File: config.mk
export PLATFORM = sky130hd
export DESIGN_NAME = grouped_byte_bit_rotator_unit
export DESIGN_NICKNAME = d
export VERILOG_FILES = /design/src/rtl/gbr_pkg.sv /design/src/rtl/grouped_byte_bit_rotator_unit.sv /design/src/rtl/gbr_collect.sv /design/src/rtl/gbr_mod_cell.sv /design/src/rtl/gbr_emit.sv
export VERILOG_INCLUDE_DIRS = /design/src /design/src/rtl
export SDC_FILE = /design/constraint.sdc
export NUM_CORES = 1
export LEC_CHECK = 0
export BUFFER_PORTS_ARGS = -buffer_cell sky130_fd_sc_hd__buf_4
export CAP_MARGIN = 5
export CORE_MARGIN = 2
export CORE_UTILIZATION = 30
export CTS_CLUSTER_SIZE = 16
export DETAILED_ROUTE_END_ITERATION = 10
export GPL_TIMING_DRIVEN = 0
export PLACE_DENSITY = 0.45
export REMOVE_ABC_BUFFERS = 1
export SYNTH_ARGS = -nofsm -noshare
export SYNTH_HDL_FRONTEND = slang
export SYNTH_SLANG_ARGS = --single-unit
File: constraint.sdc
create_clock -name clk -period 14.5 [get_ports clk]
set_input_delay 0.725 -clock clk [delete_from_list [all_inputs] [get_ports clk]]
set_output_delay 0.725 -clock clk [all_outputs]
set_load 0.02 [all_outputs]
File: src/rtl/grouped_byte_bit_rotator_unit_assert.svh
// ----------------------------------------------------------------------------
// Grouped byte bit rotator assertion macros
// Concurrent check macros on clk / arst_n; empty when SYNTHESIS is set.
// ----------------------------------------------------------------------------
`ifndef GROUPED_BYTE_BIT_ROTATOR_UNIT_ASSERT_SVH
`define GROUPED_BYTE_BIT_ROTATOR_UNIT_ASSERT_SVH

`ifndef SYNTHESIS

// pre holds at an edge -> post holds at the same edge
`define GBR_ASSERT_SAME(lbl, pre, post) \
	lbl: assert property (@(posedge clk) disable iff (!arst_n) (pre) |-> (post)) \
		else $error("grouped byte bit rotator check failed");

// pre holds at an edge -> post holds at the next edge
`define GBR_ASSERT_NEXT(lbl, pre, post) \
	lbl: assert property (@(posedge clk) disable iff (!arst_n) (pre) |=> (post)) \
		else $error("grouped byte bit rotator check failed");

`else

`define GBR_ASSERT_SAME(lbl, pre, post)
`define GBR_ASSERT_NEXT(lbl, pre, post)

`endif

`endif

File: src/rtl/gbr_pkg.sv
// ----------------------------------------------------------------------------
// Grouped byte bit rotator package
// Sizes, register indexes and the group item carried down the cell chain.
// ----------------------------------------------------------------------------
package gbr_pkg;

	localparam int GROUP_MAX  = 16;
	localparam int BYTE_W     = 8;
	localparam int CNT_W      = $clog2(GROUP_MAX + 1);  // byte count, 1..GROUP_MAX
	localparam int IDX_W      = $clog2(GROUP_MAX);      // byte index in a group
	localparam int REM_W      = IDX_W;                  // remainder < count
	localparam int AMT_W      = 12;                     // rotate_amount width
	localparam int GSIZE_W    = 5;                      // group_bytes width
	localparam int BIT_W      = 3;                      // bit offset in a byte
	localparam int DVD_W      = AMT_W - BIT_W;          // whole bytes of the count
	localparam int MOD_STAGES = DVD_W;                  // one cell per dividend bit
	localparam int CFG_IDX_W  = 1;

	localparam logic [CFG_IDX_W-1:0] REG_GROUP_BYTES   = 1'b0;
	localparam logic [CFG_IDX_W-1:0] REG_ROTATE_AMOUNT = 1'b1;

	typedef logic [BYTE_W-1:0] octet_t;
	typedef octet_t [GROUP_MAX-1:0] group_t;

	// One completed group on its way to the emitter
	typedef struct packed {
		group_t            bytes;
		logic [CNT_W-1:0]  cnt;      // bytes in the group
		logic [REM_W-1:0]  rem;      // running remainder of dvd mod cnt
		logic [DVD_W-1:0]  dvd;      // dividend bits still to shift in, MSB first
		logic [BIT_W-1:0]  bit_ofs;  // count magnitude mod 8
		logic              rot_left; // rotate toward the MSB end
	} grp_item_t;

	typedef struct packed {
		logic      valid;
		grp_item_t item;
	} link_t;

endpackage

File: src/rtl/grouped_byte_bit_rotator_unit.sv
// Path: the byte that closes a group pushes it straight into the nine modulo cells,
//   then into the emitter register, which drives the group's first output byte.
// Throughput: one byte per cycle in and out while neither side is stalled; emission
//   of a group overlaps collection of the next; the emitter's port sets the output rate.
// Reset: drops any partly collected group and all groups in flight;
//   group_bytes returns to 1 and rotate_amount to 0.
// ----------------------------------------------------------------------------
// Grouped byte bit rotator
// Collects bytes into groups of group_bytes, rotates each full group as one
// big-endian bit string by rotate_amount bits, and emits it byte by byte.
// ----------------------------------------------------------------------------
`include "grouped_byte_bit_rotator_unit_assert.svh"

module grouped_byte_bit_rotator_unit (
	input  logic                            clk,
	input  logic                            arst_n,
	// input stream
	input  logic                            s_tvalid,
	output logic                            s_tready,
	input  logic [7:0]                      s_tdata,   // [7:0] data_byte
	input  logic                            s_tlast,   // section_end
	// output stream
	output logic                            m_tvalid,
	input  logic                            m_tready,
	output logic [7:0]                      m_tdata,   // [7:0] out_byte
	output logic                            m_tlast,   // out_last
	// configuration writes
	input  logic                            cfg_valid,
	output logic                            cfg_ready,
	input  logic [gbr_pkg::CFG_IDX_W-1:0]   cfg_index,
	input  logic [gbr_pkg::AMT_W-1:0]       cfg_data
);

	// Configuration registers. rotate_amount is two's complement: a positive
	// count rotates right, zero or negative rotates left by the magnitude.
	logic [gbr_pkg::GSIZE_W-1:0] group_bytes_q;
	logic [gbr_pkg::AMT_W-1:0]   rotate_amount_q;

	// chain[0] is the collector output, chain[i+1] the output of modulo cell i,
	// chain[MOD_STAGES] feeds the emitter. rdy[i] is the ready into chain[i].
	gbr_pkg::link_t chain [0:gbr_pkg::MOD_STAGES];
	logic           rdy   [0:gbr_pkg::MOD_STAGES];
	logic           in_fire;

	assign cfg_ready = 1'b1;

	always_ff @(posedge clk or negedge arst_n) begin
		if (!arst_n) begin
			group_bytes_q   <= gbr_pkg::GSIZE_W'(1);
			rotate_amount_q <= '0;
		end else if (cfg_valid && cfg_ready) begin
			unique case (cfg_index)
				gbr_pkg::REG_GROUP_BYTES: begin
					group_bytes_q <= cfg_data[gbr_pkg::GSIZE_W-1:0];
				end
				gbr_pkg::REG_ROTATE_AMOUNT: begin
					rotate_amount_q <= cfg_data;
				end
				default: begin
				end
			endcase
		end
	end

	// Input side: a byte is taken whenever the first cell has room, so the
	// collector never holds a finished group of its own.
	assign s_tready = rdy[0];
	assign in_fire  = s_tvalid && s_tready;

	gbr_collect u_collect (
		.clk           (clk),
		.arst_n        (arst_n),
		.in_fire       (in_fire),
		.data_byte     (s_tdata),
		.section_end   (s_tlast),
		.group_bytes   (group_bytes_q),
		.rotate_amount (rotate_amount_q),
		.push          (chain[0])
	);

	// Modulo chain: each cell shifts one bit of the whole-byte count into a
	// remainder against the group size, so the last cell holds count mod size.
	for (genvar i = 0; i < gbr_pkg::MOD_STAGES; i++) begin : g_cell
		gbr_mod_cell u_cell (
			.clk        (clk),
			.arst_n     (arst_n),
			.din        (chain[i]),
			.din_ready  (rdy[i]),
			.dout       (chain[i+1]),
			.dout_ready (rdy[i+1])
		);
	end

	// Emitter: turns the remainder into a byte offset and a bit offset and
	// sends one rotated byte per cycle while m_tready is high, tlast on the last byte.
	gbr_emit u_emit (
		.clk       (clk),
		.arst_n    (arst_n),
		.din       (chain[gbr_pkg::MOD_STAGES]),
		.din_ready (rdy[gbr_pkg::MOD_STAGES]),
		.out_valid (m_tvalid),
		.out_ready (m_tready),
		.out_byte  (m_tdata),
		.out_last  (m_tlast)
	);

	// a closed group always lands in the first cell
	`GBR_ASSERT_NEXT(a_push_lands, chain[0].valid, chain[1].valid)
	// a group waiting at the chain end is never dropped
	`GBR_ASSERT_NEXT(a_chain_end_holds,
		chain[gbr_pkg::MOD_STAGES].valid && !rdy[gbr_pkg::MOD_STAGES],
		chain[gbr_pkg::MOD_STAGES].valid)
	// the emitter picks up the waiting group right after finishing one
	`GBR_ASSERT_NEXT(a_group_handoff,
		m_tvalid && m_tready && m_tlast && chain[gbr_pkg::MOD_STAGES].valid, m_tvalid)
	// the collector only pushes when the first cell can take the group
	`GBR_ASSERT_SAME(a_push_has_room, chain[0].valid, rdy[0] && s_tvalid)

endmodule

File: src/rtl/gbr_collect.sv
// ----------------------------------------------------------------------------
// Group collector
// Gathers bytes into a group and hands the finished group to the cell chain.
// ----------------------------------------------------------------------------
module gbr_collect (
	input  logic                            clk,
	input  logic                            arst_n,
	input  logic                            in_fire,
	input  gbr_pkg::octet_t                 data_byte,
	input  logic                            section_end,
	input  logic [gbr_pkg::GSIZE_W-1:0]     group_bytes,
	input  logic [gbr_pkg::AMT_W-1:0]       rotate_amount,
	output gbr_pkg::link_t                  push
);

	logic [gbr_pkg::IDX_W-1:0] fill_q;
	gbr_pkg::group_t           store_q;
	gbr_pkg::group_t           grp;
	logic [gbr_pkg::CNT_W-1:0] size_eff;
	logic [gbr_pkg::CNT_W-1:0] cnt;
	logic [gbr_pkg::AMT_W-1:0] mag;
	logic                      rot_right;
	logic                      full;
	logic                      done;

	always_comb begin
		priority if (group_bytes == '0) begin
			size_eff = gbr_pkg::CNT_W'(1);
		end else if (gbr_pkg::CNT_W'(group_bytes) > gbr_pkg::CNT_W'(gbr_pkg::GROUP_MAX)) begin
			size_eff = gbr_pkg::CNT_W'(gbr_pkg::GROUP_MAX);
		end else begin
			size_eff = gbr_pkg::CNT_W'(group_bytes);
		end
	end

	assign cnt  = gbr_pkg::CNT_W'(fill_q) + gbr_pkg::CNT_W'(1);
	assign full = (cnt >= size_eff);
	assign done = full || section_end;

	// two's complement magnitude; the most negative code maps to 2048
	assign mag       = rotate_amount[gbr_pkg::AMT_W-1] ?
	                   (gbr_pkg::AMT_W'(0) - rotate_amount) : rotate_amount;
	assign rot_right = !rotate_amount[gbr_pkg::AMT_W-1] && (rotate_amount != '0);

	always_comb begin
		grp         = store_q;
		grp[fill_q] = data_byte;
	end

	always_comb begin
		push.valid      = in_fire && done;
		push.item.bytes = grp;
		push.item.cnt   = cnt;
		push.item.rem   = '0;
		if (full) begin
			push.item.dvd      = mag[gbr_pkg::AMT_W-1:gbr_pkg::BIT_W];
			push.item.bit_ofs  = mag[gbr_pkg::BIT_W-1:0];
			push.item.rot_left = !rot_right;
		end else begin
			// partial group at section end leaves unrotated
			push.item.dvd      = '0;
			push.item.bit_ofs  = '0;
			push.item.rot_left = 1'b0;
		end
	end

	always_ff @(posedge clk or negedge arst_n) begin
		if (!arst_n) begin
			fill_q <= '0;
		end else if (in_fire) begin
			fill_q <= done ? '0 : fill_q + gbr_pkg::IDX_W'(1);
		end
	end

	always_ff @(posedge clk) begin
		if (in_fire) begin
			store_q[fill_q] <= data_byte;
		end
	end

endmodule

File: src/rtl/gbr_mod_cell.sv
// ----------------------------------------------------------------------------
// Modulo cell
// One restoring step of (byte count) mod (group size); holds one group.
// ----------------------------------------------------------------------------
module gbr_mod_cell (
	input  logic           clk,
	input  logic           arst_n,
	input  gbr_pkg::link_t din,
	output logic           din_ready,
	output gbr_pkg::link_t dout,
	input  logic           dout_ready
);

	logic                      valid_q;
	gbr_pkg::grp_item_t        item_q;
	gbr_pkg::grp_item_t        nxt;
	logic [gbr_pkg::CNT_W-1:0] trial;

	// shift next dividend bit into the remainder, subtract group size if it fits
	always_comb begin
		trial = {din.item.rem, din.item.dvd[gbr_pkg::DVD_W-1]};
		nxt   = din.item;
		if (trial >= din.item.cnt) begin
			nxt.rem = gbr_pkg::REM_W'(trial - din.item.cnt);
		end else begin
			nxt.rem = gbr_pkg::REM_W'(trial);
		end
		nxt.dvd = {din.item.dvd[gbr_pkg::DVD_W-2:0], 1'b0};
	end

	assign din_ready = !valid_q || dout_ready;

	always_ff @(posedge clk or negedge arst_n) begin
		if (!arst_n) begin
			valid_q <= 1'b0;
		end else if (din_ready) begin
			valid_q <= din.valid;
		end
	end

	always_ff @(posedge clk) begin
		if (din_ready && din.valid) begin
			item_q <= nxt;
		end
	end

	assign dout.valid = valid_q;
	assign dout.item  = item_q;

endmodule

File: src/rtl/gbr_emit.sv
// ----------------------------------------------------------------------------
// Group emitter
// Holds one group and sends its rotated bytes, one per cycle when out_ready.
// ----------------------------------------------------------------------------
module gbr_emit (
	input  logic            clk,
	input  logic            arst_n,
	input  gbr_pkg::link_t  din,
	output logic            din_ready,
	output logic            out_valid,
	input  logic            out_ready,
	output gbr_pkg::octet_t out_byte,
	output logic            out_last
);

	logic                      valid_q;
	logic [gbr_pkg::CNT_W-1:0] left_q;
	logic [gbr_pkg::IDX_W-1:0] idx_q;
	logic [gbr_pkg::CNT_W-1:0] cnt_q;
	logic [gbr_pkg::BIT_W-1:0] b_q;
	gbr_pkg::octet_t           prev_q;
	gbr_pkg::group_t           bytes_q;

	logic [gbr_pkg::IDX_W-1:0] ld_i0;
	logic [gbr_pkg::IDX_W-1:0] ld_i1;
	logic [gbr_pkg::BIT_W-1:0] ld_b;
	logic [gbr_pkg::CNT_W-1:0] q_inc;
	gbr_pkg::octet_t           cur;
	logic [2*gbr_pkg::BYTE_W-1:0] pair;
	logic [2*gbr_pkg::BYTE_W-1:0] pair_sh;
	logic                      fire;
	logic                      last;

	// Everything becomes a right rotation by 8*R + b bits; i0 is the byte
	// that supplies the low part of output byte 0, i1 the one before it.
	assign q_inc = gbr_pkg::CNT_W'(din.item.rem) + gbr_pkg::CNT_W'(1);

	always_comb begin
		if (din.item.rot_left) begin
			ld_b = gbr_pkg::BIT_W'(0) - din.item.bit_ofs;
			if (din.item.bit_ofs == '0) begin
				ld_i0 = din.item.rem;
			end else if (q_inc == din.item.cnt) begin
				ld_i0 = '0;
			end else begin
				ld_i0 = gbr_pkg::IDX_W'(q_inc);
			end
		end else begin
			ld_b = din.item.bit_ofs;
			if (din.item.rem == '0) begin
				ld_i0 = '0;
			end else begin
				ld_i0 = gbr_pkg::IDX_W'(din.item.cnt - gbr_pkg::CNT_W'(din.item.rem));
			end
		end
		if (ld_i0 == '0) begin
			ld_i1 = gbr_pkg::IDX_W'(din.item.cnt - gbr_pkg::CNT_W'(1));
		end else begin
			ld_i1 = ld_i0 - gbr_pkg::IDX_W'(1);
		end
	end

	assign fire      = valid_q && out_ready;
	assign last      = (left_q == gbr_pkg::CNT_W'(1));
	assign din_ready = !valid_q || (out_ready && last);

	assign cur       = bytes_q[idx_q];
	assign pair      = {prev_q, cur};
	assign pair_sh   = pair >> b_q;
	assign out_byte  = pair_sh[gbr_pkg::BYTE_W-1:0];
	assign out_valid = valid_q;
	assign out_last  = last;

	always_ff @(posedge clk or negedge arst_n) begin
		if (!arst_n) begin
			valid_q <= 1'b0;
			left_q  <= '0;
			idx_q   <= '0;
		end else if (din_ready) begin
			valid_q <= din.valid;
			if (din.valid) begin
				left_q <= din.item.cnt;
				idx_q  <= ld_i0;
			end
		end else if (fire) begin
			left_q <= left_q - gbr_pkg::CNT_W'(1);
			if (gbr_pkg::CNT_W'(idx_q) + gbr_pkg::CNT_W'(1) == cnt_q) begin
				idx_q <= '0;
			end else begin
				idx_q <= idx_q + gbr_pkg::IDX_W'(1);
			end
		end
	end

	always_ff @(posedge clk) begin
		if (din_ready && din.valid) begin
			bytes_q <= din.item.bytes;
			cnt_q   <= din.item.cnt;
			b_q     <= ld_b;
			prev_q  <= din.item.bytes[ld_i1];
		end else if (fire) begin
			prev_q  <= cur;
		end
	end

endmodule
After elaboration in Yosys (flattened, before gate mapping):

Index checks and enable logic that the tools add are counted.
W data, S select, Z words.

* $add $sub $neg: 20
* reductions and logical operators: 49
* shifts and indexed selects: 1
* equal/unequal tests: 4
* magnitude comparators: 15
* muxes and demuxes: 36
* bitwise gates (word level): 1

Operators with widths (count)
* $bwmux W128: 1
* $mux W4: 18
* $bmux W8 S4: 2
* $ge A5 B5 Y1: 9
* $mux W8: 5
* $sub A4 B4 Y4: 9
* $demux W8 S4: 1
* $mux W5: 5
* $logic_and A1 B1 Y1: 16
* $shr A16 B3 Y8: 1
* $add A4 B1 Y5 const B: 3
* $lt A4 B5 Y1 const B: 3
* $mux W13: 1
* $logic_not A1 Y1: 12
* $mux W12: 1
* $reduce_bool A12 Y1: 1
* $sub A1 B12 Y12 const A: 1
* $logic_or A1 B1 Y1: 11
* $eq A5 B5 Y1: 2
* $add A4 B1 Y4 const B: 2
* $logic_not A4 Y1: 2
* $sub A4 B1 Y4 const B: 2
* $reduce_and A2 Y1: 3
* $eq A5 B1 Y1 const B: 1
* other kinds (13): 14

* register bits: 1617
* logic and storage cells: 365
* output and inout port bits: 12
* input port bits: 27

Longest topological paths before layout:

Gate-level depths: netlist (run 1).

* depth in word-level cells: 15
* mapped depth: 18
* mapped depth without buffers: 16

Cells and area by module:

From an unflattened synthesis (run 1), not the netlist that was laid out.

* cell total of the unflattened synthesis: 2647
* area, all modules: 57909.3 um^2

Modules (own cells, without submodules)
* gbr_mod_cell: area each 4788.3 um^2, times used 9, seq. area each 4499.3 um^2, cells each 185
* gbr_emit: area each 7903.8 um^2, times used 1, seq. area each 4544.4 um^2, cells each 553
* gbr_collect: area each 6248.5 um^2, times used 1, seq. area each 3943.8 um^2, cells each 389
* grouped_byte_bit_rotator_unit: area each 661.9 um^2, times used 1, seq. area each 426.7 um^2, cells each 40

Worst setup path before layout (run 1):

No wires, ideal clock.

* path kind: flip-flop to flip-flop
* start point: register u_emit.left_q[1] in the netlist's numbering
* end point: register g_cell[5].u_cell.item_q (netlist bit g_cell[5].u_cell.dout[0]) (enable)
* cell stages (with the launch flop): 7
* setup slack: 1114 ps
* arrival: 12518 ps
* path buffers: 0
* clock period less this slack: 13386 ps
* setup time: 868 ps
* data required time: 13632 ps
* cells stage by stage: dfrtp_1 > inv_1 > ha_1 > nor4b_1 > a21oi_1 > and4_1 > a21boi_0

* word-level cells in the longest chain between the ends: 8

Ends and longest elaborated chain
* from (decl): line gbr_emit.sv:17 `logic [gbr_pkg::CNT_W-1:0] left_q;`
* from (signal assigned): line gbr_emit.sv:82 `left_q <= din.item.cnt;`
* from (signal assigned): line gbr_emit.sv:86 `left_q <= left_q - gbr_pkg::CNT_W'(1);`
* $eq A5 B1 Y1: line gbr_emit.sv:64 `assign last = (left_q == gbr_pkg::CNT_W'(1));`
* via m_tlast: line grouped_byte_bit_rotator_unit.sv:26 `output logic m_tlast,`
* $logic_and A1 B1 Y1: line gbr_emit.sv:65 `assign din_ready = !valid_q || (out_ready && last);`
* $logic_or A1 B1 Y1: line gbr_emit.sv:65
* $logic_or A1 B1 Y1 (4 in a row): line gbr_mod_cell.sv:31 `assign din_ready = !valid_q || dout_ready;`
* $logic_and A1 B1 Y1: line gbr_mod_cell.sv:42 `if (din_ready && din.valid) begin`
* to (signal assigned): line gbr_mod_cell.sv:43 `item_q <= nxt;`
* to (decl): line gbr_mod_cell.sv:15 `gbr_pkg::grp_item_t item_q;`

The timed path passes the listed nets, and every way through them passes these cells.
A chain may end at the register's enable or synchronous reset.

Worst setup path in the final report (run 1):

* start point: register u_emit.left_q[1] in the netlist's numbering
* end point: register g_cell[0].u_cell.item_q (netlist bit g_cell[0].u_cell.dout[141]) (enable)

* word-level cells in the longest chain between the ends: 15

Ends and longest elaborated chain
* $eq A5 B1 Y1 *: line gbr_emit.sv:64
* $logic_and A1 B1 Y1 *: line gbr_emit.sv:65
* $logic_or A1 B1 Y1 *: line gbr_emit.sv:65
* $logic_or A1 B1 Y1 * (9 in a row): line gbr_mod_cell.sv:31
* $logic_and A1 B1 Y1: line grouped_byte_bit_rotator_unit.sv:68 `assign in_fire = s_tvalid && s_tready;`
* $logic_and A1 B1 Y1: line gbr_collect.sv:51 `push.valid = in_fire && done;`
* $logic_and A1 B1 Y1 *: line gbr_mod_cell.sv:42
* to (signal assigned): line gbr_mod_cell.sv:43
* to (decl): line gbr_mod_cell.sv:15

Every way passes the cells marked *; elsewhere a longest branch is shown, timed or not.

==> results.json, run 1 <==
{
  "async_flop_share": 0.0248,
  "area_growth_pct": 16.3,
  "core_area_um2": 185000,
  "grt_pass1_vias": 23500,
  "drv_slew": 0,
  "post_cts_resize_count": 0,
  "dieArea_um2": 190000,
  "required_ps": 14960,
  "r2r_end": "g_cell[0].u_cell.dout[141]$_DFFE_PP_",
  "yosysTopAreaCell": "edfxtp_1",
  "crit_top_cell": "buf_12",
  "ant_nets": 0,
  "nNetsFinal": 2794,
  "drt-total-wl_mm": 98.1,
  "synth-compound-area-share": 0.0203,
  "synthMuxAreaShare": 0.0612,
  "synth_common_cells": "1576 x edfxtp_1, 155 x mux2_2, 78 x inv_1",
  "routedWlPerCell_um": 18.5,
  "initial_utilization": 0.302,
  "num_io_pins": 39,
  "min_to": "group_bytes_q[4]$_DFFE_PN0P_",
  "arrival_ps": 5430,
  "cts_root_buffer": "clkbuf_16",
  "hold_class": "input port to register",
  "place.port_buffers": 37,
  "antenna_found_initial": 9,
  "dp.cells": 5018,
  "n_fill_cell": 17100,
  "period_needed_ps": 4970,
  "seqPwrFrac": 0.537,
  "power.share.switching": 0.217,
  "vias": 22000,
  "yosys_most_used_dff": "edfxtp_1",
  "p_switching_uw": 2130,
  "fin_crit_sh": 0.343,
  "ys_ff_latch": 1616,
  "final_layout_size_suffix_gt1_frac": 0.193,
  "hold_viol_final": 0,
  "slowest_stage": "nor2_4",
  "synth_top_area_frac": 0.846,
  "synth-adder-area-share": 0.0173,
  "synth_top_family_by_area": "multiplexers",
  "grt_overflow_total": 0,
  "cts_tree": "yes",
  "crit_fanout": 31,
  "clkPwrFrac": 0.398,
  "rr_worst_depth": 13,
  "ir_drop_v": 0.000113,
  "timing.rr.start": "u_emit.left_q[1]$_DFFE_PN0P_",
  "yosys-top-cells-area": "edfxtp_1 85%, mux2_2 3.1%, mux4_2 2.7%",
  "first_pass_iters": 7,
  "endpoint_kind": "register",
  "synth-simple-area-share": 0.0216,
  "setup_viol": 0,
  "rsz0062_at_grt": "false",
  "syn-cell-area_um2": 56000,
  "ys_warn_count": 0,
  "critPathKind": "register to register",
  "crit_family": "simple AND/OR/NAND/NOR gates",
  "numCtsBuffers": 154,
  "die_h_um": 436,
  "p_leak_uw": 0.0208,
  "hold_path_depth": 3,
  "clk_latency_ps": 770,
  "min_from": "cfg_data[4]",
  "path_cells": "inv_1, ha_1, nor4b_1, a21oi_2, and4_1, nand4_1, nor2_1, nand3_1, nand2_1, nor2_4, buf_12, buf_12, buf_16",
  "fin_cells": 5299,
  "syn-instance-count": 2513,
  "synth_area_per_cell_um2": 22.3,
  "synth-seq-area-share": 0.864,
  "slew-limit-headroom": 0.223,
  "synth_edf_count": 1576,
  "clock-sinks": 1616,
  "regArea_um2": 48300,
  "worstSetupStartpointType": "register",
  "critPathBufInv": 4,
  "viasPerCell": 4.16,
  "grt_first_pass_wirelength_mm": 151,
  "worstMarginPinSlew_ps": 1170,
  "path_clk_slew_ps": 60,
  "holdWs_ps": 196,
  "yosysUniqueCellTypes": 68,
  "slowest_delay_ps": 810,
  "p_int_uw": 7680,
  "cap_violations": 0,
  "drc": 0,
  "gp_congestion": 0.764,
  "core.rowCount": 158,
  "synth-xor-area-share": 0.00610,
  "status": "finished clean",
  "cts_buffer_depth": 3,
  "drtIter0Drc": 1558,
  "synth_most_common_cell": "edfxtp_1",
  "max_freq_mhz": 201,
  "multiInputGateArea_um2": 7140,
  "dp_hpwl_mm": 63.4,
  "combPwrFrac": 0.065,
  "r2r_slack_ps": 9530,
  "pwr_density_cell_nw_per_um2": 151,
  "die_w_um": 436,
  "ctsHtreeMaxLevel": 4,
  "clock_skew_ps": 28.8,
  "grt_max_degree": 93,
  "track_usage": 0.104
}
state kept, by name, summed over array words and instances, names as in the netlist:
name,count
group_bytes_q,5
g_cell.u_cell.valid_q,9
u_emit.bytes_q,128
u_emit.b_q,3
u_emit.out_valid,1
u_collect.store_q,128
rotate_amount_q,12
u_collect.fill_q,4
u_emit.idx_q,4
u_emit.left_q,5
u_emit.prev_q,7
g_cell.u_cell.dout,1305
u_emit.cnt_q,5
power by group through the flow:
stage               clock, µW  combinational [µW]  sequential (µW)
floorplan                   0                 393             5360
global placement            0                 604             5420
detailed placement          0                 664             5370
CTS                      4030                 667             5270
global route             4210                 705             5280
finish                   3900                 638             5270
per-layer routing:
metal  wire length, µm  global-route usage  share of wire  vias to the layer above
li1                  -                   -              -                    10300
met1             44900               0.140           0.46                    11200
met2             46800               0.168           0.48                      382
met3              3700              0.0227          0.038                      167
met4              2680              0.0354          0.027                        0
met5                 0                   0              0                        -
logic make-up after synthesis:
kind of cell	count (synthesis)
mux	240
simple gates	243
xor+xnor	39
fa+ha+maj	72
buf+inv	133
other cells	1
compound gates	169
flops	1616
tightest hold or removal path: stages:
cell and delay, ps:
buf_4 100, nand2_1 40, o21ai_0 60
area by class of cell:
type	count	share of cell area
Multi-Input combinational cell	764	0.110
Tap cell	2480	0.0477
Inverter	78	0.00465
Clock buffer	191	0.0615
Timing Repair Buffer	81	0.0195
Sequential cell	1616	0.743
Clock inverter	86	0.0142
Antenna cell	3	0.000115
how the worst max path moves through the flow:
stage,startpoint,endpoint,slack [ps],depth (start not counted)
finish,u_emit.left_q[1]$_DFFE_PN0P_,g_cell[0].u_cell.dout[141]$_DFFE_PP_,9530,13
global route,u_emit.left_q[1]$_DFFE_PN0P_,g_cell[0].u_cell.dout[33]$_DFFE_PP_,9150,13
CTS,u_emit.left_q[1]$_DFFE_PN0P_,s_tready,9220,9
detailed placement,u_emit.left_q[1]$_DFFE_PN0P_,g_cell[0].u_cell.dout[32]$_DFFE_PP_,9320,13
global placement,u_emit.left_q[1]$_DFFE_PN0P_,g_cell[5].u_cell.dout[37]$_DFFE_PP_,-6420,6
floorplan,u_emit.left_q[1]$_DFFE_PN0P_,g_cell[5].u_cell.dout[0]$_DFFE_PP_,890,6
placed cells by master, fill, tap and decap left out, types with 24 or more instances in the layout:
cell type  instances
buf_12            25
a21oi_1           50
inv_1             76
clkinv_1          36
mux2_2           155
nor2_1            68
clkbuf_1          36
clkbuf_16        154
buf_4             37
nand3_1           43
nand2_1           43
ha_1              62
edfxtp_1        1576
a21o_1            24
o21ai_0           39
dfrtp_1           37
mux4_2            66
stage by stage:
| stage | util | setup WS (ps) | TNS, ps | instance area, µm² | total power [µW] |
|---|---|---|---|---|---|
| 2_1_floorplan | - | 891 | 0 | 55700 | 5750 |
| 3_3_place_gp | 0.319 | -6420 | -1448160 | 59100 | 6030 |
| 3_5_place_dp | 0.324 | 9320 | 0 | 60100 | 6040 |
| 4_1_cts | 0.351 | 9220 | 0 | 65100 | 9970 |
| 5_1_grt | 0.351 | 9150 | 0 | 65100 | 10200 |
| 6_report | 0.351 | 9530 | 0 | 65100 | 9810 |
repair_timing:
action	in CTS	in global routing
buffers inserted	0	0
hold endpoints to repair	39	0
hold buffers	1	0
No activity file was read; power rests on OpenSTA's default activity.
==> run 2: changes to the inputs <==
Settings changed: PLACE_DENSITY 0.45 to 0.46.
Clock period 14.5 ns to 4.45 ns, I/O delays scaled along.
==> results.json, run 2 (synthesis gave the netlist of run 1 again) <==
{
  "status": "finished clean",
  "setup_viol": 0,
  "ant_nets": 0,
  "grt_first_pass_wirelength_mm": 153,
  "worstSetupStartpointType": "register",
  "dieArea_um2": 190000,
  "n_fill_cell": 17100,
  "arrival_ps": 4660,
  "crit_fanout": 13,
  "drt-total-wl_mm": 98.5,
  "die_w_um": 436,
  "num_io_pins": 39,
  "hold_class": "input port to register",
  "rr_worst_depth": 14,
  "largest_reg_flops": 1305,
  "pwr_density_cell_nw_per_um2": 485,
  "clock-sinks": 1616,
  "numCtsBuffers": 153,
  "first_pass_iters": 6,
  "dp_slack_ps": -467,
  "critPathCapture": "u_emit.prev_q[1]$_DFFE_PP_",
  "core_area_um2": 185000,
  "layout_common_cells": "1576 x edfxtp_1, 159 x clkbuf_16, 155 x mux2_2",
  "setup_ws_ps": 189,
  "r2r_end": "u_emit.prev_q[1]$_DFFE_PP_",
  "die_h_um": 436,
  "clock_skew_ps": 19.9,
  "clk_latency_ps": 760,
  "ir_drop_v": 0.000252,
  "nNetsFinal": 2830,
  "antenna_found_initial": 5,
  "grt_max_degree": 83,
  "track_usage": 0.105,
  "period_needed_ps": 4260,
  "drtIter0Drc": 1634,
  "drc": 0,
  "gp_congestion": 0.782,
  "crit_path_start": "g_cell[8].u_cell.dout[1]$_DFFE_PP_",
  "ctsHtreeMaxLevel": 4,
  "area_growth_pct": 16.9,
  "fin_crit_sh": 0.958,
  "required_ps": 4850,
  "viasPerCell": 4.20,
  "cts_buffer_depth": 3,
  "hold_viol_final": 0,
  "final_layout_size_suffix_gt1_frac": 0.197,
  "initial_utilization": 0.302,
  "timing.rr.start": "g_cell[8].u_cell.dout[1]$_DFFE_PP_",
  "endpoint_kind": "register",
  "routedWlPerCell_um": 18.5,
  "power_uw": 31700,
  "vias": 22400,
  "cap_violations": 0,
  "place.port_buffers": 37,
  "cts_root_buffer": "clkbuf_16",
  "dp_hpwl_mm": 63.6,
  "drv_slew": 0,
  "worstMarginPinSlew_ps": 1120,
  "grt_pass1_vias": 23900,
  "core.rowCount": 158,
  "path_clk_slew_ps": 60,
  "fin_area_um2": 65400,
  "critPathKind": "register to register",
  "grt_overflow_total": 0,
  "placed_area_um2": 60200,
  "cts_tree": "yes",
  "final_common_cell": "edfxtp_1",
  "p_leak_uw": 0.0210,
  "r2r_slack_ps": 190,
  "max_freq_mhz": 235,
  "slew-limit-headroom": 0.252
}
run 2: cell count changes in the layout (fill, tap and decap cells not counted), sizes merged:
| cell | before | now |
|---|---|---|
| dlygate4sd3 | 1 | 29 |
| clkinv | 61 | 51 |
| clkbuf | 191 | 205 |
| clkinvlp | 2 | 5 |
| buf | 80 | 89 |
| inv | 88 | 81 |
| bufinv | 13 | 8 |
run 2: critical path: stages, from the launching register on:
cell and delay (ps):
edfxtp_1 460, inv_1 90, ha_1 140, ha_2 300, mux2i_1 340, nand3_1 110, o2bb2a_1 340, o211ai_4 130
and2_2 260, a31oi_1 150, ha_4 200, or3_1 430, and3_2 400, a32oi_1 260, nand4_1 290
run 2: how the worst min path moves through the flow:
stage / from / to / slack, ps / depth (start not counted)
6_report: s_tdata[5] / g_cell[0].u_cell.dout[107]$_DFFE_PP_ / 80 / 2
5_1_grt: s_tdata[5] / u_collect.store_q[85]$_DFFE_PP_ / 30 / 2
4_1_cts: s_tdata[5] / g_cell[0].u_cell.dout[107]$_DFFE_PP_ / 7 / 2
3_5_place_dp: arst_n / rotate_amount_q[11]$_DFFE_PN0P_ / 270 / 1
3_3_place_gp: arst_n / rotate_amount_q[11]$_DFFE_PN0P_ / 250 / 1
2_1_floorplan: arst_n / g_cell[0].u_cell.valid_q$_DFFE_PN0P_ / -70 / 0
run 2: routing by layer:
metal,up-vias,global-route usage,part of all wire
li1,10400,-,-
met1,11500,0.140,0.46
met2,361,0.172,0.49
met3,163,0.0207,0.033
met4,0,0.0350,0.024
met5,-,0,0
run 2: layout make-up:
| type | count | area, µm² | share of cell area |
|---|---|---|---|
| clock inverter | 67 | 588 | 0.00899 |
| timing repair buffer | 118 | 1670 | 0.0255 |
| antenna | 3 | 7.51 | 0.000115 |
| multi-input combinational | 764 | 7180 | 0.110 |
| clock buffer | 205 | 4200 | 0.0642 |
| tap | 2480 | 3100 | 0.0475 |
| sequential | 1616 | 48300 | 0.739 |
| inverter | 78 | 310 | 0.00475 |
run 2: where the power goes:
group          switching, µW  internal [µW]
Clock                   5310           7100
Combinational           1220            929
Sequential               260          16900
Total                   6790          24900
run 2: stage by stage:
step	std cells	setup TNS, ps	util	hold slack [ps]
2_1_floorplan	2458	-6152600	-	-73.1
3_3_place_gp	4975	-	0.319	254
3_5_place_dp	5020	-57810	0.325	270
4_1_cts	5322	0	0.352	6.73
5_1_grt	5330	-66.8	0.353	27.9
6_report	5331	0	0.353	77.6
run 2: timing repair:
item,in CTS,in global routing
buffers inserted,0,6
hold buffers,30,0
endpoints found under the setup margin,276,158
pin swaps,1,3
gates resized for setup,10,4
endpoints found under the hold margin,286,0
==> run 3: changes to the inputs <==
Settings changed: ABC_AREA set to 1.
==> results.json, run 3 <==
{
  "final_common_cell": "edfxtp_1",
  "synth_most_common_cell": "edfxtp_1",
  "syn-cell-area_um2": 56400,
  "yosys_most_used_dff": "edfxtp_1",
  "endpoint_kind": "output pin",
  "utilization": 0.351,
  "nNetsFinal": 3484,
  "synth_common_cells": "1576 x edfxtp_1, 386 x nand2_1, 244 x inv_1",
  "ant_nets": 0,
  "fin_area_um2": 65800,
  "required_ps": 4230,
  "initial_utilization": 0.301,
  "max_freq_mhz": 239,
  "grt_pass1_vias": 25200,
  "n_fill_cell": 17600,
  "antenna_found_initial": 6,
  "cts_buffer_depth": 3,
  "ys_ff_latch": 1616,
  "grt_max_degree": 87,
  "hold_class": "input port to register",
  "crit_fanout": 29,
  "top_layer": "met4",
  "crit_family": "compound AO/OA/AOI/OAI gates",
  "yosysTopAreaCell": "edfxtp_1",
  "power.share.switching": 0.287,
  "largest_reg_flops": 1305,
  "critPathKind": "register to output pin",
  "dp_hpwl_mm": 63.8,
  "wl_met2_mm": 47.2,
  "place.port_buffers": 37,
  "cap_violations": 0,
  "wl_met3_mm": 3.75,
  "cts_tree": "yes",
  "core_area_um2": 187000,
  "cts_root_buffer": "clkbuf_16",
  "path_clk_slew_ps": 60,
  "seqPwrFrac": 0.553,
  "synth-seq-area-share": 0.857,
  "arrival_ps": 3970,
  "p_int_uw": 35500,
  "grt_overflow_total": 0,
  "clock-sinks": 1616,
  "clkPwrFrac": 0.255,
  "p_leak_uw": 0.0229,
  "first_pass_iters": 8,
  "period_needed_ps": 4190,
  "async_flop_share": 0.0248,
  "ys_warn_count": 0,
  "critPathBufInv": 2,
  "wl_met1_mm": 49.0,
  "combPwrFrac": 0.192,
  "gp_congestion": 0.744,
  "syn-instance-count": 3197,
  "synth_edf_count": 1576,
  "die_w_um": 438,
  "final_layout_size_suffix_gt1_frac": 0.101,
  "path_cells": "inv_1, o221ai_1, nand3_1, nand2_1, nand2_1, o21ai_0, o21ai_0, o21ai_0, buf_4",
  "dieArea_um2": 192000,
  "synth_top_area_frac": 0.839,
  "routedWlPerCell_um": 17.0,
  "worstSetupStartpointType": "register",
  "drt-total-wl_mm": 102,
  "hold_viol_final": 0,
  "area_growth_pct": 16.6,
  "die_h_um": 438,
  "grt_first_pass_wirelength_mm": 159,
  "numCtsBuffers": 156,
  "clock_skew_ps": 23.3,
  "vias": 24700,
  "yosysUniqueCellTypes": 47,
  "rsz0062_at_grt": "false",
  "slowest_delay_ps": 920,
  "layout_common_cells": "1576 x edfxtp_1, 385 x nand2_1, 240 x inv_1",
  "crit_top_cell": "o21ai_0",
  "setup_viol": 0,
  "num_io_pins": 39,
  "core.rowCount": 159,
  "viasPerCell": 4.10,
  "yosys-top-cells-area": "edfxtp_1 84%, nand2_1 2.6%, o21ai_0 2.0%",
  "drtIter0Drc": 1870,
  "worstMarginPinSlew_ps": 923,
  "clk_latency_ps": 760,
  "fin_crit_sh": 0.942,
  "drc": 0,
  "p_switching_uw": 14200,
  "slew-limit-headroom": 0.383,
  "synth_area_per_cell_um2": 17.6,
  "drv_slew": 0,
  "placed_area_um2": 60500,
  "ctsHtreeMaxLevel": 4,
  "ir_drop_v": 0.000383,
  "pwr_density_cell_nw_per_um2": 755,
  "slowest_stage": "dfrtp_2",
  "track_usage": 0.108,
  "status": "finished clean"
}
run 3: path summary, 6_finish.rpt:
| path | from | to | slack [ps] | depth (start not counted) |
|---|---|---|---|---|
| setup / recovery | u_emit.idx_q[2]$_DFFE_PN0P_ | m_tdata[3] | 260 | 9 |
| hold / removal | s_tdata[2] | g_cell[0].u_cell.dout[72]$_DFFE_PP_ | 220 | 3 |
| setup reg to reg | u_emit.left_q[0]$_DFFE_PN0P_ | g_cell[0].u_cell.dout[37]$_DFFE_PP_ | 350 | 22 |
| hold reg to reg | g_cell[2].u_cell.dout[9]$_DFFE_PP_ | g_cell[3].u_cell.dout[10]$_DFFE_PP_ | 400 | 0 |
| max in group asynchronous | arst_n | rotate_amount_q[10]$_DFFE_PN0P_ | 2750 | 4 |
| min in group asynchronous | arst_n | rotate_amount_q[4]$_DFFE_PN0P_ | 560 | 3 |
run 3: power groups by stage:
| stage | Clock (µW) | Combinational, µW | Sequential (µW) |
|---|---|---|---|
| after global placement | 0 | 6660 | 24500 |
| after detailed placement | 0 | 9660 | 27900 |
| after CTS | 13100 | 9880 | 27600 |
| after floorplan | 0 | 5230 | 26100 |
| after global routing | 13700 | 10800 | 28200 |
| final | 12700 | 9530 | 27500 |
run 3: cell families after synthesis:
group | synth area share
DFF | 0.857
buffers and inverters | 0.0242
muxes | 0.00486
and+or+nand+nor | 0.0580
AOI/OAI and AO/OA | 0.0341
xor gates and xnor gates | 0.00512
adders and majority gates | 0.0172
other | 0.0000665
run 3: final cells by class:
type / instances / area, µm² / area share
Clock buffer: 209 / 4330 / 0.0659
Clock inverter: 76 / 569 / 0.00865
Inverter: 255 / 1010 / 0.0154
Sequential cell: 1616 / 48300 / 0.735
Antenna cell: 4 / 10.0 / 0.000152
Timing Repair Buffer: 110 / 1520 / 0.0231
Tap cell: 2495 / 3120 / 0.0474
Multi-Input combinational cell: 1246 / 6900 / 0.105
run 3: metrics by stage:
step,cells,total power (µW),setup slack [ps],setup TNS (ps),hold WS (ps)
finish,6011,49700,257,0,225
detailed placement,5688,37600,-2280,-24880,279
global placement,5645,31100,-10850,-9122480,277
global route,6008,52600,20.2,0,217
CTS,6005,50500,57.1,0,181
floorplan,3113,31300,-5090,-3744550,-73.1
run 3: repair_timing:
action	in CTS	in global routing
hold buffers	23	0
endpoints found under the hold margin	63	0
gates cloned	3	1
setup endpoints to repair	59	32
buffers inserted	6	0
gates resized for setup	15	6
pin swaps	3	0
run 3: per-layer routing:
metal,up-vias,track usage
met3,181,0.0212
met1,11900,0.151
met5,-,0
met4,0,0.0354
met2,401,0.170
li1,12200,-
run 3: worst reg2reg max path: cells and delay by family, from the launching register on:
family | cells | cell delay (ps)
fa+ha+maj | 1 | 200
buf+inv | 6 | 1060
flops | 1 | 390
simple gates | 15 | 2180
